`src/rtl/rdsc_pkg.sv`:
```
`timescale 1ns / 1ps
// ----------------------------------------------------------------------------
// Radix digit string converter package
// Shared constants, the sequencer state type and the digit-to-ASCII mapping.
// ----------------------------------------------------------------------------
package rdsc_pkg;

  localparam int unsigned NumW       = 32;
  localparam int unsigned RadixW     = 6;
  localparam int unsigned DigitW     = 6;
  localparam int unsigned CharW      = 7;
  localparam int unsigned OutTdataW  = 8;
  localparam int unsigned ChunkW     = 8;

  localparam logic [RadixW-1:0] RadixMin   = 6'd2;
  localparam logic [RadixW-1:0] RadixMax   = 6'd36;
  localparam logic [RadixW-1:0] RadixReset = 6'd2;
  localparam logic [DigitW-1:0] DecLimit   = 6'd10;
  localparam logic [CharW-1:0]  CharZero   = 7'd48;
  localparam logic [CharW-1:0]  AlphaOfs   = 7'd55;

  typedef enum logic [4:0] {
    StIdle  = 5'b00001,
    StCheck = 5'b00010,
    StDiv   = 5'b00100,
    StRead  = 5'b01000,
    StLoad  = 5'b10000
  } state_e;

  function automatic logic [CharW-1:0] to_ascii(input logic [DigitW-1:0] d);
    logic [CharW-1:0] c;
    if (d < DecLimit) begin
      c = CharW'(d) + CharZero;
    end else begin
      c = CharW'(d) + AlphaOfs;
    end
    return c;
  endfunction

endpackage

```
`src/rtl/rdsc_divider.sv`:
```
`timescale 1ns / 1ps
// ----------------------------------------------------------------------------
// Radix digit string converter divider
// Shared restoring divider that retires one chunk of quotient bits a cycle.
// ----------------------------------------------------------------------------
module rdsc_divider #(
  parameter int unsigned VALUE_BITS = 32
) (
  input  logic                              clk_i,
  input  logic                              rst_ni,
  input  logic                              start_i,
  input  logic [VALUE_BITS-1:0]             dividend_i,
  input  logic [rdsc_pkg::RadixW-1:0]       divisor_i,
  output logic                              done_o,
  output logic [VALUE_BITS-1:0]             quotient_o,
  output logic [rdsc_pkg::DigitW-1:0]       remainder_o
);

  localparam int unsigned ChunkW    = rdsc_pkg::ChunkW;
  localparam int unsigned NumChunks = (VALUE_BITS + ChunkW - 1) / ChunkW;
  localparam int unsigned PadW      = NumChunks * ChunkW;
  localparam int unsigned ChunkCntW = (NumChunks > 1) ? $clog2(NumChunks) : 1;

  logic                         busy_q, busy_d;
  logic                         done_q, done_d;
  logic [ChunkCntW-1:0]         chunk_q, chunk_d;
  logic [PadW-1:0]              work_q, work_d;
  logic [rdsc_pkg::DigitW-1:0]  rem_q, rem_d;
  logic [rdsc_pkg::RadixW-1:0]  div_q, div_d;
  logic [ChunkW-1:0]            qbits;
  logic [rdsc_pkg::DigitW-1:0]  rem_step;
  logic                         last_chunk;

  always_comb begin
    logic [rdsc_pkg::DigitW:0] t;
    rem_step = rem_q;
    qbits    = '0;
    for (int i = 0; i < ChunkW; i++) begin
      t = {rem_step, work_q[PadW-1-i]};
      if (t >= {1'b0, div_q}) begin
        t = t - {1'b0, div_q};
        qbits[ChunkW-1-i] = 1'b1;
      end
      rem_step = t[rdsc_pkg::DigitW-1:0];
    end
  end

  assign last_chunk = (chunk_q == ChunkCntW'(NumChunks - 1));

  always_comb begin
    busy_d  = busy_q;
    done_d  = 1'b0;
    chunk_d = chunk_q;
    work_d  = work_q;
    rem_d   = rem_q;
    div_d   = div_q;
    if (start_i) begin
      busy_d  = 1'b1;
      chunk_d = '0;
      work_d  = PadW'(dividend_i);
      rem_d   = '0;
      div_d   = divisor_i;
    end else if (busy_q) begin
      work_d  = (work_q << ChunkW) | PadW'(qbits);
      rem_d   = rem_step;
      chunk_d = chunk_q + ChunkCntW'(1);
      if (last_chunk) begin
        busy_d = 1'b0;
        done_d = 1'b1;
      end
    end
  end

  always_ff @(posedge clk_i or negedge rst_ni) begin
    if (!rst_ni) begin
      busy_q  <= 1'b0;
      done_q  <= 1'b0;
      chunk_q <= '0;
    end else begin
      busy_q  <= busy_d;
      done_q  <= done_d;
      chunk_q <= chunk_d;
    end
  end

  always_ff @(posedge clk_i) begin
    work_q <= work_d;
    rem_q  <= rem_d;
    div_q  <= div_d;
  end

  assign done_o      = done_q;
  assign quotient_o  = work_q[VALUE_BITS-1:0];
  assign remainder_o = rem_q;

endmodule

```
`src/rtl/rdsc_digit_stack.sv`:
```
`timescale 1ns / 1ps
// ----------------------------------------------------------------------------
// Radix digit string converter digit stack
// Single-port-write, registered-read memory holding the remainders.
// ----------------------------------------------------------------------------
module rdsc_digit_stack #(
  parameter int unsigned STACK_DEPTH = 32
) (
  input  logic                               clk_i,
  input  logic                               push_i,
  input  logic [$clog2(STACK_DEPTH)-1:0]     push_addr_i,
  input  logic [rdsc_pkg::DigitW-1:0]        push_data_i,
  input  logic                               pop_i,
  input  logic [$clog2(STACK_DEPTH)-1:0]     pop_addr_i,
  output logic [rdsc_pkg::DigitW-1:0]        pop_data_o
);

  logic [rdsc_pkg::DigitW-1:0] mem_q [STACK_DEPTH];
  logic [rdsc_pkg::DigitW-1:0] rd_q;

  always_ff @(posedge clk_i) begin
    if (push_i) begin
      mem_q[push_addr_i] <= push_data_i;
    end
  end

  always_ff @(posedge clk_i) begin
    if (pop_i) begin
      rd_q <= mem_q[pop_addr_i];
    end
  end

  assign pop_data_o = rd_q;

endmodule

```
`src/rtl/radix_digit_string_converter.sv`:
```
`timescale 1ns / 1ps
// ----------------------------------------------------------------------------
// Radix digit string converter
// Converts an unsigned integer into an ASCII digit string in a chosen radix.
// ----------------------------------------------------------------------------
// Each input word is converted to its digits in the radix held in the
// configuration register (values below 2 act as 2, above 36 as 36) and the
// digits leave as ASCII characters, most significant first, the final one
// with tlast set; zero gives the single character '0'. Each division runs
// through the shared divider, which retires eight quotient bits per cycle,
// and each character takes one registered read of the digit stack memory
// plus one output load. The input is not ready while a conversion runs.
// Only the STACK_DEPTH least significant digits are kept when a value has
// more.
module radix_digit_string_converter #(
  parameter int unsigned VALUE_BITS  = 32,
  parameter int unsigned STACK_DEPTH = 32
) (
  input  logic                              clk_i,
  input  logic                              rst_ni,
  // Configuration: radix.
  input  logic                              cfg_we_i,
  input  logic [rdsc_pkg::RadixW-1:0]       cfg_wdata_i,
  // Bits from low: number_value[31:0].
  input  logic [rdsc_pkg::NumW-1:0]         s_axis_tdata_i,
  input  logic                              s_axis_tvalid_i,
  output logic                              s_axis_tready_o,
  // Bits from low: digit_char[6:0], zero pad[7].
  output logic [rdsc_pkg::OutTdataW-1:0]    m_axis_tdata_o,
  output logic                              m_axis_tlast_o,
  output logic                              m_axis_tvalid_o,
  input  logic                              m_axis_tready_i
);

  localparam int unsigned AddrW = $clog2(STACK_DEPTH);
  localparam int unsigned CntW  = $clog2(STACK_DEPTH + 1);

  rdsc_pkg::state_e             state_q, state_d;
  logic [rdsc_pkg::RadixW-1:0]  radix_q;
  logic [rdsc_pkg::RadixW-1:0]  radix_eff;
  logic [VALUE_BITS-1:0]        value_q, value_d;
  logic [CntW-1:0]              cnt_q, cnt_d;
  logic                         out_valid_q, out_valid_d;
  logic [rdsc_pkg::CharW-1:0]   char_q, char_d;
  logic                         last_q, last_d;

  logic                         div_start;
  logic                         div_done;
  logic [VALUE_BITS-1:0]        div_quot;
  logic [rdsc_pkg::DigitW-1:0]  div_rem;

  logic                         push;
  logic [rdsc_pkg::DigitW-1:0]  push_data;
  logic                         pop;
  logic [rdsc_pkg::DigitW-1:0]  pop_data;
  logic                         full;
  logic                         ge_radix;
  logic                         out_free;

  always_comb begin
    if (radix_q < rdsc_pkg::RadixMin) begin
      radix_eff = rdsc_pkg::RadixMin;
    end else if (radix_q > rdsc_pkg::RadixMax) begin
      radix_eff = rdsc_pkg::RadixMax;
    end else begin
      radix_eff = radix_q;
    end
  end

  assign full     = (cnt_q == CntW'(STACK_DEPTH));
  assign ge_radix = (value_q >= VALUE_BITS'(radix_eff));
  assign out_free = !out_valid_q || m_axis_tready_i;

  always_comb begin
    state_d     = state_q;
    value_d     = value_q;
    cnt_d       = cnt_q;
    out_valid_d = out_valid_q && !m_axis_tready_i;
    char_d      = char_q;
    last_d      = last_q;
    div_start   = 1'b0;
    push        = 1'b0;
    push_data   = div_rem;
    pop         = 1'b0;
    unique case (state_q)
      rdsc_pkg::StIdle: begin
        if (s_axis_tvalid_i) begin
          value_d = VALUE_BITS'(s_axis_tdata_i);
          cnt_d   = '0;
          state_d = rdsc_pkg::StCheck;
        end
      end
      rdsc_pkg::StCheck: begin
        if (ge_radix && !full) begin
          div_start = 1'b1;
          state_d   = rdsc_pkg::StDiv;
        end else begin
          if (!full) begin
            push      = 1'b1;
            push_data = value_q[rdsc_pkg::DigitW-1:0];
            cnt_d     = cnt_q + CntW'(1);
          end
          state_d = rdsc_pkg::StRead;
        end
      end
      rdsc_pkg::StDiv: begin
        if (div_done) begin
          push      = 1'b1;
          push_data = div_rem;
          cnt_d     = cnt_q + CntW'(1);
          value_d   = div_quot;
          state_d   = rdsc_pkg::StCheck;
        end
      end
      rdsc_pkg::StRead: begin
        pop     = 1'b1;
        cnt_d   = cnt_q - CntW'(1);
        state_d = rdsc_pkg::StLoad;
      end
      rdsc_pkg::StLoad: begin
        if (out_free) begin
          out_valid_d = 1'b1;
          char_d      = rdsc_pkg::to_ascii(pop_data);
          last_d      = (cnt_q == '0);
          state_d     = (cnt_q == '0) ? rdsc_pkg::StIdle : rdsc_pkg::StRead;
        end
      end
      default: begin
        state_d = rdsc_pkg::StIdle;
      end
    endcase
  end

  always_ff @(posedge clk_i or negedge rst_ni) begin
    if (!rst_ni) begin
      state_q     <= rdsc_pkg::StIdle;
      radix_q     <= rdsc_pkg::RadixReset;
      cnt_q       <= '0;
      out_valid_q <= 1'b0;
    end else begin
      state_q     <= state_d;
      cnt_q       <= cnt_d;
      out_valid_q <= out_valid_d;
      if (cfg_we_i) begin
        radix_q <= cfg_wdata_i;
      end
    end
  end

  always_ff @(posedge clk_i) begin
    value_q <= value_d;
    char_q  <= char_d;
    last_q  <= last_d;
  end

  rdsc_divider #(
    .VALUE_BITS (VALUE_BITS)
  ) u_divider (
    .clk_i       (clk_i),
    .rst_ni      (rst_ni),
    .start_i     (div_start),
    .dividend_i  (value_q),
    .divisor_i   (radix_eff),
    .done_o      (div_done),
    .quotient_o  (div_quot),
    .remainder_o (div_rem)
  );

  rdsc_digit_stack #(
    .STACK_DEPTH (STACK_DEPTH)
  ) u_stack (
    .clk_i       (clk_i),
    .push_i      (push),
    .push_addr_i (cnt_q[AddrW-1:0]),
    .push_data_i (push_data),
    .pop_i       (pop),
    .pop_addr_i  (cnt_d[AddrW-1:0]),
    .pop_data_o  (pop_data)
  );

  assign s_axis_tready_o = (state_q == rdsc_pkg::StIdle);
  assign m_axis_tvalid_o = out_valid_q;
  assign m_axis_tlast_o  = last_q;
  assign m_axis_tdata_o  = {{(rdsc_pkg::OutTdataW - rdsc_pkg::CharW){1'b0}}, char_q};

  a_idle_empty: assert property (@(posedge clk_i) disable iff (!rst_ni)
    (state_q == rdsc_pkg::StIdle) |-> (cnt_q == '0))
    else $error("Digit stack not empty while idle.");

  a_push_room: assert property (@(posedge clk_i) disable iff (!rst_ni)
    push |-> (cnt_q < CntW'(STACK_DEPTH)))
    else $error("Push into a full digit stack.");

  a_pop_nonempty: assert property (@(posedge clk_i) disable iff (!rst_ni)
    pop |-> (cnt_q != '0))
    else $error("Pop from an empty digit stack.");

  a_div_needed: assert property (@(posedge clk_i) disable iff (!rst_ni)
    (state_q == rdsc_pkg::StDiv) |-> ge_radix)
    else $error("Division running on a value below the radix.");

  a_done_in_div: assert property (@(posedge clk_i) disable iff (!rst_ni)
    div_done |-> (state_q == rdsc_pkg::StDiv))
    else $error("Divider finished outside of a division.");

endmodule

```
`config.mk`:
```
export PLATFORM = sky130hd
export DESIGN_NAME = radix_digit_string_converter
export DESIGN_NICKNAME = d
export VERILOG_FILES = /design/src/rtl/rdsc_pkg.sv /design/src/rtl/rdsc_divider.sv /design/src/rtl/rdsc_digit_stack.sv /design/src/rtl/radix_digit_string_converter.sv
export SDC_FILE = /design/constraint.sdc
export NUM_CORES = 1
export LEC_CHECK = 0
export BUFFER_PORTS_ARGS = -buffer_cell sky130_fd_sc_hd__buf_2
export CAP_MARGIN = 20
export CORE_MARGIN = 3
export CORE_UTILIZATION = 45
export DETAILED_ROUTE_END_ITERATION = 16
export GPL_TIMING_DRIVEN = 0
export HOLD_SLACK_MARGIN = 0.06
export PLACE_DENSITY_LB_ADDON = 0.2
export RECOVER_POWER = 25
export SLEW_MARGIN = 20
export SYNTH_ARGS = -nofsm -noshare
export SYNTH_HDL_FRONTEND = slang
export SYNTH_SLANG_ARGS = --single-unit
```
`constraint.sdc`:
```
create_clock -name clk_i -period 42.7 [get_ports clk_i]
set_clock_uncertainty 0.15 [all_clocks]
set_input_delay 4.27 -clock clk_i [delete_from_list [all_inputs] [get_ports clk_i]]
set_output_delay 4.27 -clock clk_i [all_outputs]
set_load 0.02 [all_outputs]
```
==> impl_metrics.tcl <==
set metrics [dict create \
    crit_path_end_kind "register" \
    seq_area_frac_synth 0.572 \
    failed_checks "capacitance limit, slew limit" \
    cp.arrival_ns 20.65 \
    drt-initial-drc-count 694 \
    cts.sink_count 304 \
    number_of_antenna_violations_at_the_first_check_in_global_routing 0 \
    chipHeight_um 193 \
    start_util 0.462 \
    critPathMaxStageDelay_ns 0.76 \
    synth_enable_flop_cells 276 \
    viasPerCell 5.60 \
    grt_usage 0.200 \
    globalRoute.totalOverflow 0 \
    timing.final.crit_share 0.476 \
    syn_nets 1320 \
    clock_tree_from_tritoncts "built" \
    num-nets-final 1410 \
    die-area_mm2 0.0371 \
    vias 9900 \
    synth_async_sr_flop_share 0.0724 \
    worst_hold_startpoint "u_divider.chunk_q[1]" \
    fillerInstances 2939 \
    cp_num_buf_inv 11 \
    final-max-slew-violation-count 18 \
    mostFrequentLayoutCell "sky130_fd_sc_hd__edfxtp_1" \
    r2r-start "u_divider.div_q[1]" \
    worstRegToRegCells 82 \
    final_routed_drc_violation_total 0 \
    synth_cell_type_count 81 \
    setup_tns_ns 0 \
    port-buffer-count 51 \
    tritoncts.num_buffers 34 \
    launching_element_type_of_the_critical_path "register" \
    drive_above_1_share 0.149 \
    clock.fmax_ghz 0.0492 \
    cp_data_required_time_ns 43.01 \
    run_status "finished with violations" \
    grt_start_max_net_pins 33 \
    timing.final.setup_violations 0 \
    critical_path_peak_fanout 10 \
    r2r_setup_slack_ns 22.36 \
    holdBufCountCts 0 \
    cell_repeated_most_along_the_worst_path "sky130_fd_sc_hd__a21o_1" \
    mostFrequentLayoutCells "276 x sky130_fd_sc_hd__edfxtp_1, 134 x sky130_fd_sc_hd__nand2_1, 115 x sky130_fd_sc_hd__mux2i_1" \
    rr_endpoint "u_divider.remainder_o[0]" \
    flip_flop_and_latch_count_after_synthesis 304 \
    worst-setup-path-type "reg2reg" \
    detailed_place_hpwl_um 26500 \
    grt_setup_unrepaired "false" \
    post_drt_wl_per_cell_um 21.0 \
    count_of_cells_resized_by_post_cts_repair 0 \
    drt.antenna.violating_nets 0 \
    synthesis.yosys.warnings 0 \
    cts_max_level 2 \
    first_global_vias 9840 \
    chip_width_um 193 \
    hold_viol 0 \
    routed_wirelength_um 37200 \
    rows 67 \
    finalWorstPathRequiredPeriod_ns 20.34 \
    cts.root.buffer_cell "sky130_fd_sc_hd__clkbuf_16" \
    slew_headroom -0.446 \
    kind_of_cell_adding_the_most_delay_to_the_critical_path "compound AO/OA/AOI/OAI gates" \
    critical_path.slowest_cell "sky130_fd_sc_hd__edfxtp_1" \
    area_growth_pct 12.4 \
    postCtsSetupBuffers 0 \
    finalWeightedCongestion 0.837 \
    io_pins 54 \
    firstDrtPassIters 5 \
    synthesis.instances 1207 \
    floorplan.core_area_mm2 0.0340 \
    clock_latency_of_the_later_clocked_register_in_the_worst_skew_pair_ns 0.53 \
    max_cap_violations 1 \
    grt_first_pass_wirelength_um 56500 \
    hold_class "reg2reg" \
    cts_buffer_depth 3 \
    timing.hold.worst_path_depth 2 \
    path_clk_slew_ns 0.06 \
    worst_pin_slew_ns 2.15 \
    ys.flop_type "sky130_fd_sc_hd__edfxtp_1" \
    worstHoldEndpoint "u_divider.chunk_q[1]" \
    mappedNetlistArea_mm2 0.0157 \
    avgSynthCellArea_um2 13.0 \
    antennaDiodeCount 0 \
]
-- cell type report --
| class | count | area, um^2 | share of cell area |
|---|---|---|---|
| Multi-Input combinational cell | 803 | 6310 | 0.358 |
| Tap cell | 448 | 561 | 0.0318 |
| Timing Repair Buffer | 54 | 310 | 0.0176 |
| Inverter | 54 | 203 | 0.0115 |
| Buffer | 46 | 213 | 0.0121 |
| Clock buffer | 44 | 920 | 0.0522 |
| Sequential cell | 304 | 8960 | 0.509 |
| Clock inverter | 14 | 138 | 0.00781 |
-- cell usage after synthesis, drive strengths merged, types with 5 or more instances --
cell      n  area [um^2]
nor3     13         65.1
clkbuf   24         90.1
nand2b    8         50.1
mux2i   115         1150
a211oi    9         85.1
buf      22          123
edfxtp  276         8290
nand3    14         70.1
nor2     78          293
a21oi    40          200
mux4     24          541
xnor2    21          184
nand3b    5         37.5
a21o     23          173
and3      7         43.8
nor3b     5         48.8
nor2b    16          100
dfxtp     6          120
o31a      5         43.8
nand2   136          518
xor2     10         87.6
a22o     12          105
inv      53          199
o21a      9         67.6
or2       7         43.8
a21boi    5         37.5
dfrtp    20          500
ha       62          776
o211ai    7         52.6
fa        8          160
nor4      8         50.1
mux2     44          495
o21ai    44          224
-- metrics by stage --
| stage | instances | hold WS, ns | instance area, um^2 | setup slack [ns] | utilization |
|---|---|---|---|---|---|
| after floorplan | 1207 | 0.330 | 15700 | 25.73 | - |
| after global placement | 1706 | 0.362 | 16500 | 22.50 | 0.486 |
| after detailed placement | 1709 | 0.372 | 16600 | 22.37 | 0.489 |
| after CTS | 1767 | 0.384 | 17700 | 22.31 | 0.520 |
| after global routing | 1767 | 0.399 | 17600 | 20.92 | 0.519 |
| final | 1767 | 0.381 | 17600 | 22.36 | 0.519 |
-- worst reg2reg max path, delay by kind of cell, from the launching register on --
| family | cells | cell delay, ns |
|---|---|---|
| compound gates | 44 | 10.66 |
| simple gates | 14 | 2.33 |
| fa+ha+maj | 8 | 2.30 |
| buf+inv | 11 | 2.25 |
| mux | 5 | 1.83 |
| flops | 1 | 0.76 |
-- metal layers --
layer / GRT usage / part of all wire / vias to the layer above / routed length, um
met5: 0 / 0 / - / 0
met4: 0.0636 / 0.028 / 0 / 1030
met3: 0.0309 / 0.049 / 63 / 1810
met2: 0.334 / 0.49 / 258 / 18100
met1: 0.271 / 0.44 / 4865 / 16300
li1: - / - / 4714 / -
-- flip-flops by register name, summed over array words and instances, names as in the netlist, 6 cells and up --
signal                 cells
u_stack.pop_data_o         6
u_divider.remainder_o      6
cnt_q                      6
u_divider.div_q            6
radix_q                    6
value_q                   32
char_q                     7
u_stack.mem_q            192
u_divider.quotient_o      32
-- cell families after synthesis --
logic type,Yosys count,share of synthesized area
muxes,183,0.140
other,1,0.000239
xor gates and xnor gates,31,0.0173
buffers and inverters,100,0.0265
AOI/OAI and AO/OA,196,0.0884
adders and majority gates,70,0.0597
DFF,304,0.572
and+or+nand+nor,322,0.0964
-- how the worst max path moves through the flow --
| stage | end | slack [ns] | cells after the start | start |
|---|---|---|---|---|
| after floorplan | u_divider.remainder_o[0] | 25.73 | 83 | u_divider.div_q[1] |
| after global placement | u_divider.remainder_o[0] | 22.50 | 83 | u_divider.div_q[1] |
| after detailed placement | u_divider.remainder_o[5] | 22.37 | 82 | u_divider.div_q[1] |
| after CTS | u_divider.remainder_o[5] | 22.31 | 83 | u_divider.div_q[1] |
| after global routing | u_divider.remainder_o[5] | 20.92 | 82 | u_divider.div_q[1] |
| final | u_divider.remainder_o[0] | 22.36 | 82 | u_divider.div_q[1] |
Power is not shown: default switching activity piles up to over one toggle a cycle in this logic, so the estimate is an artifact.
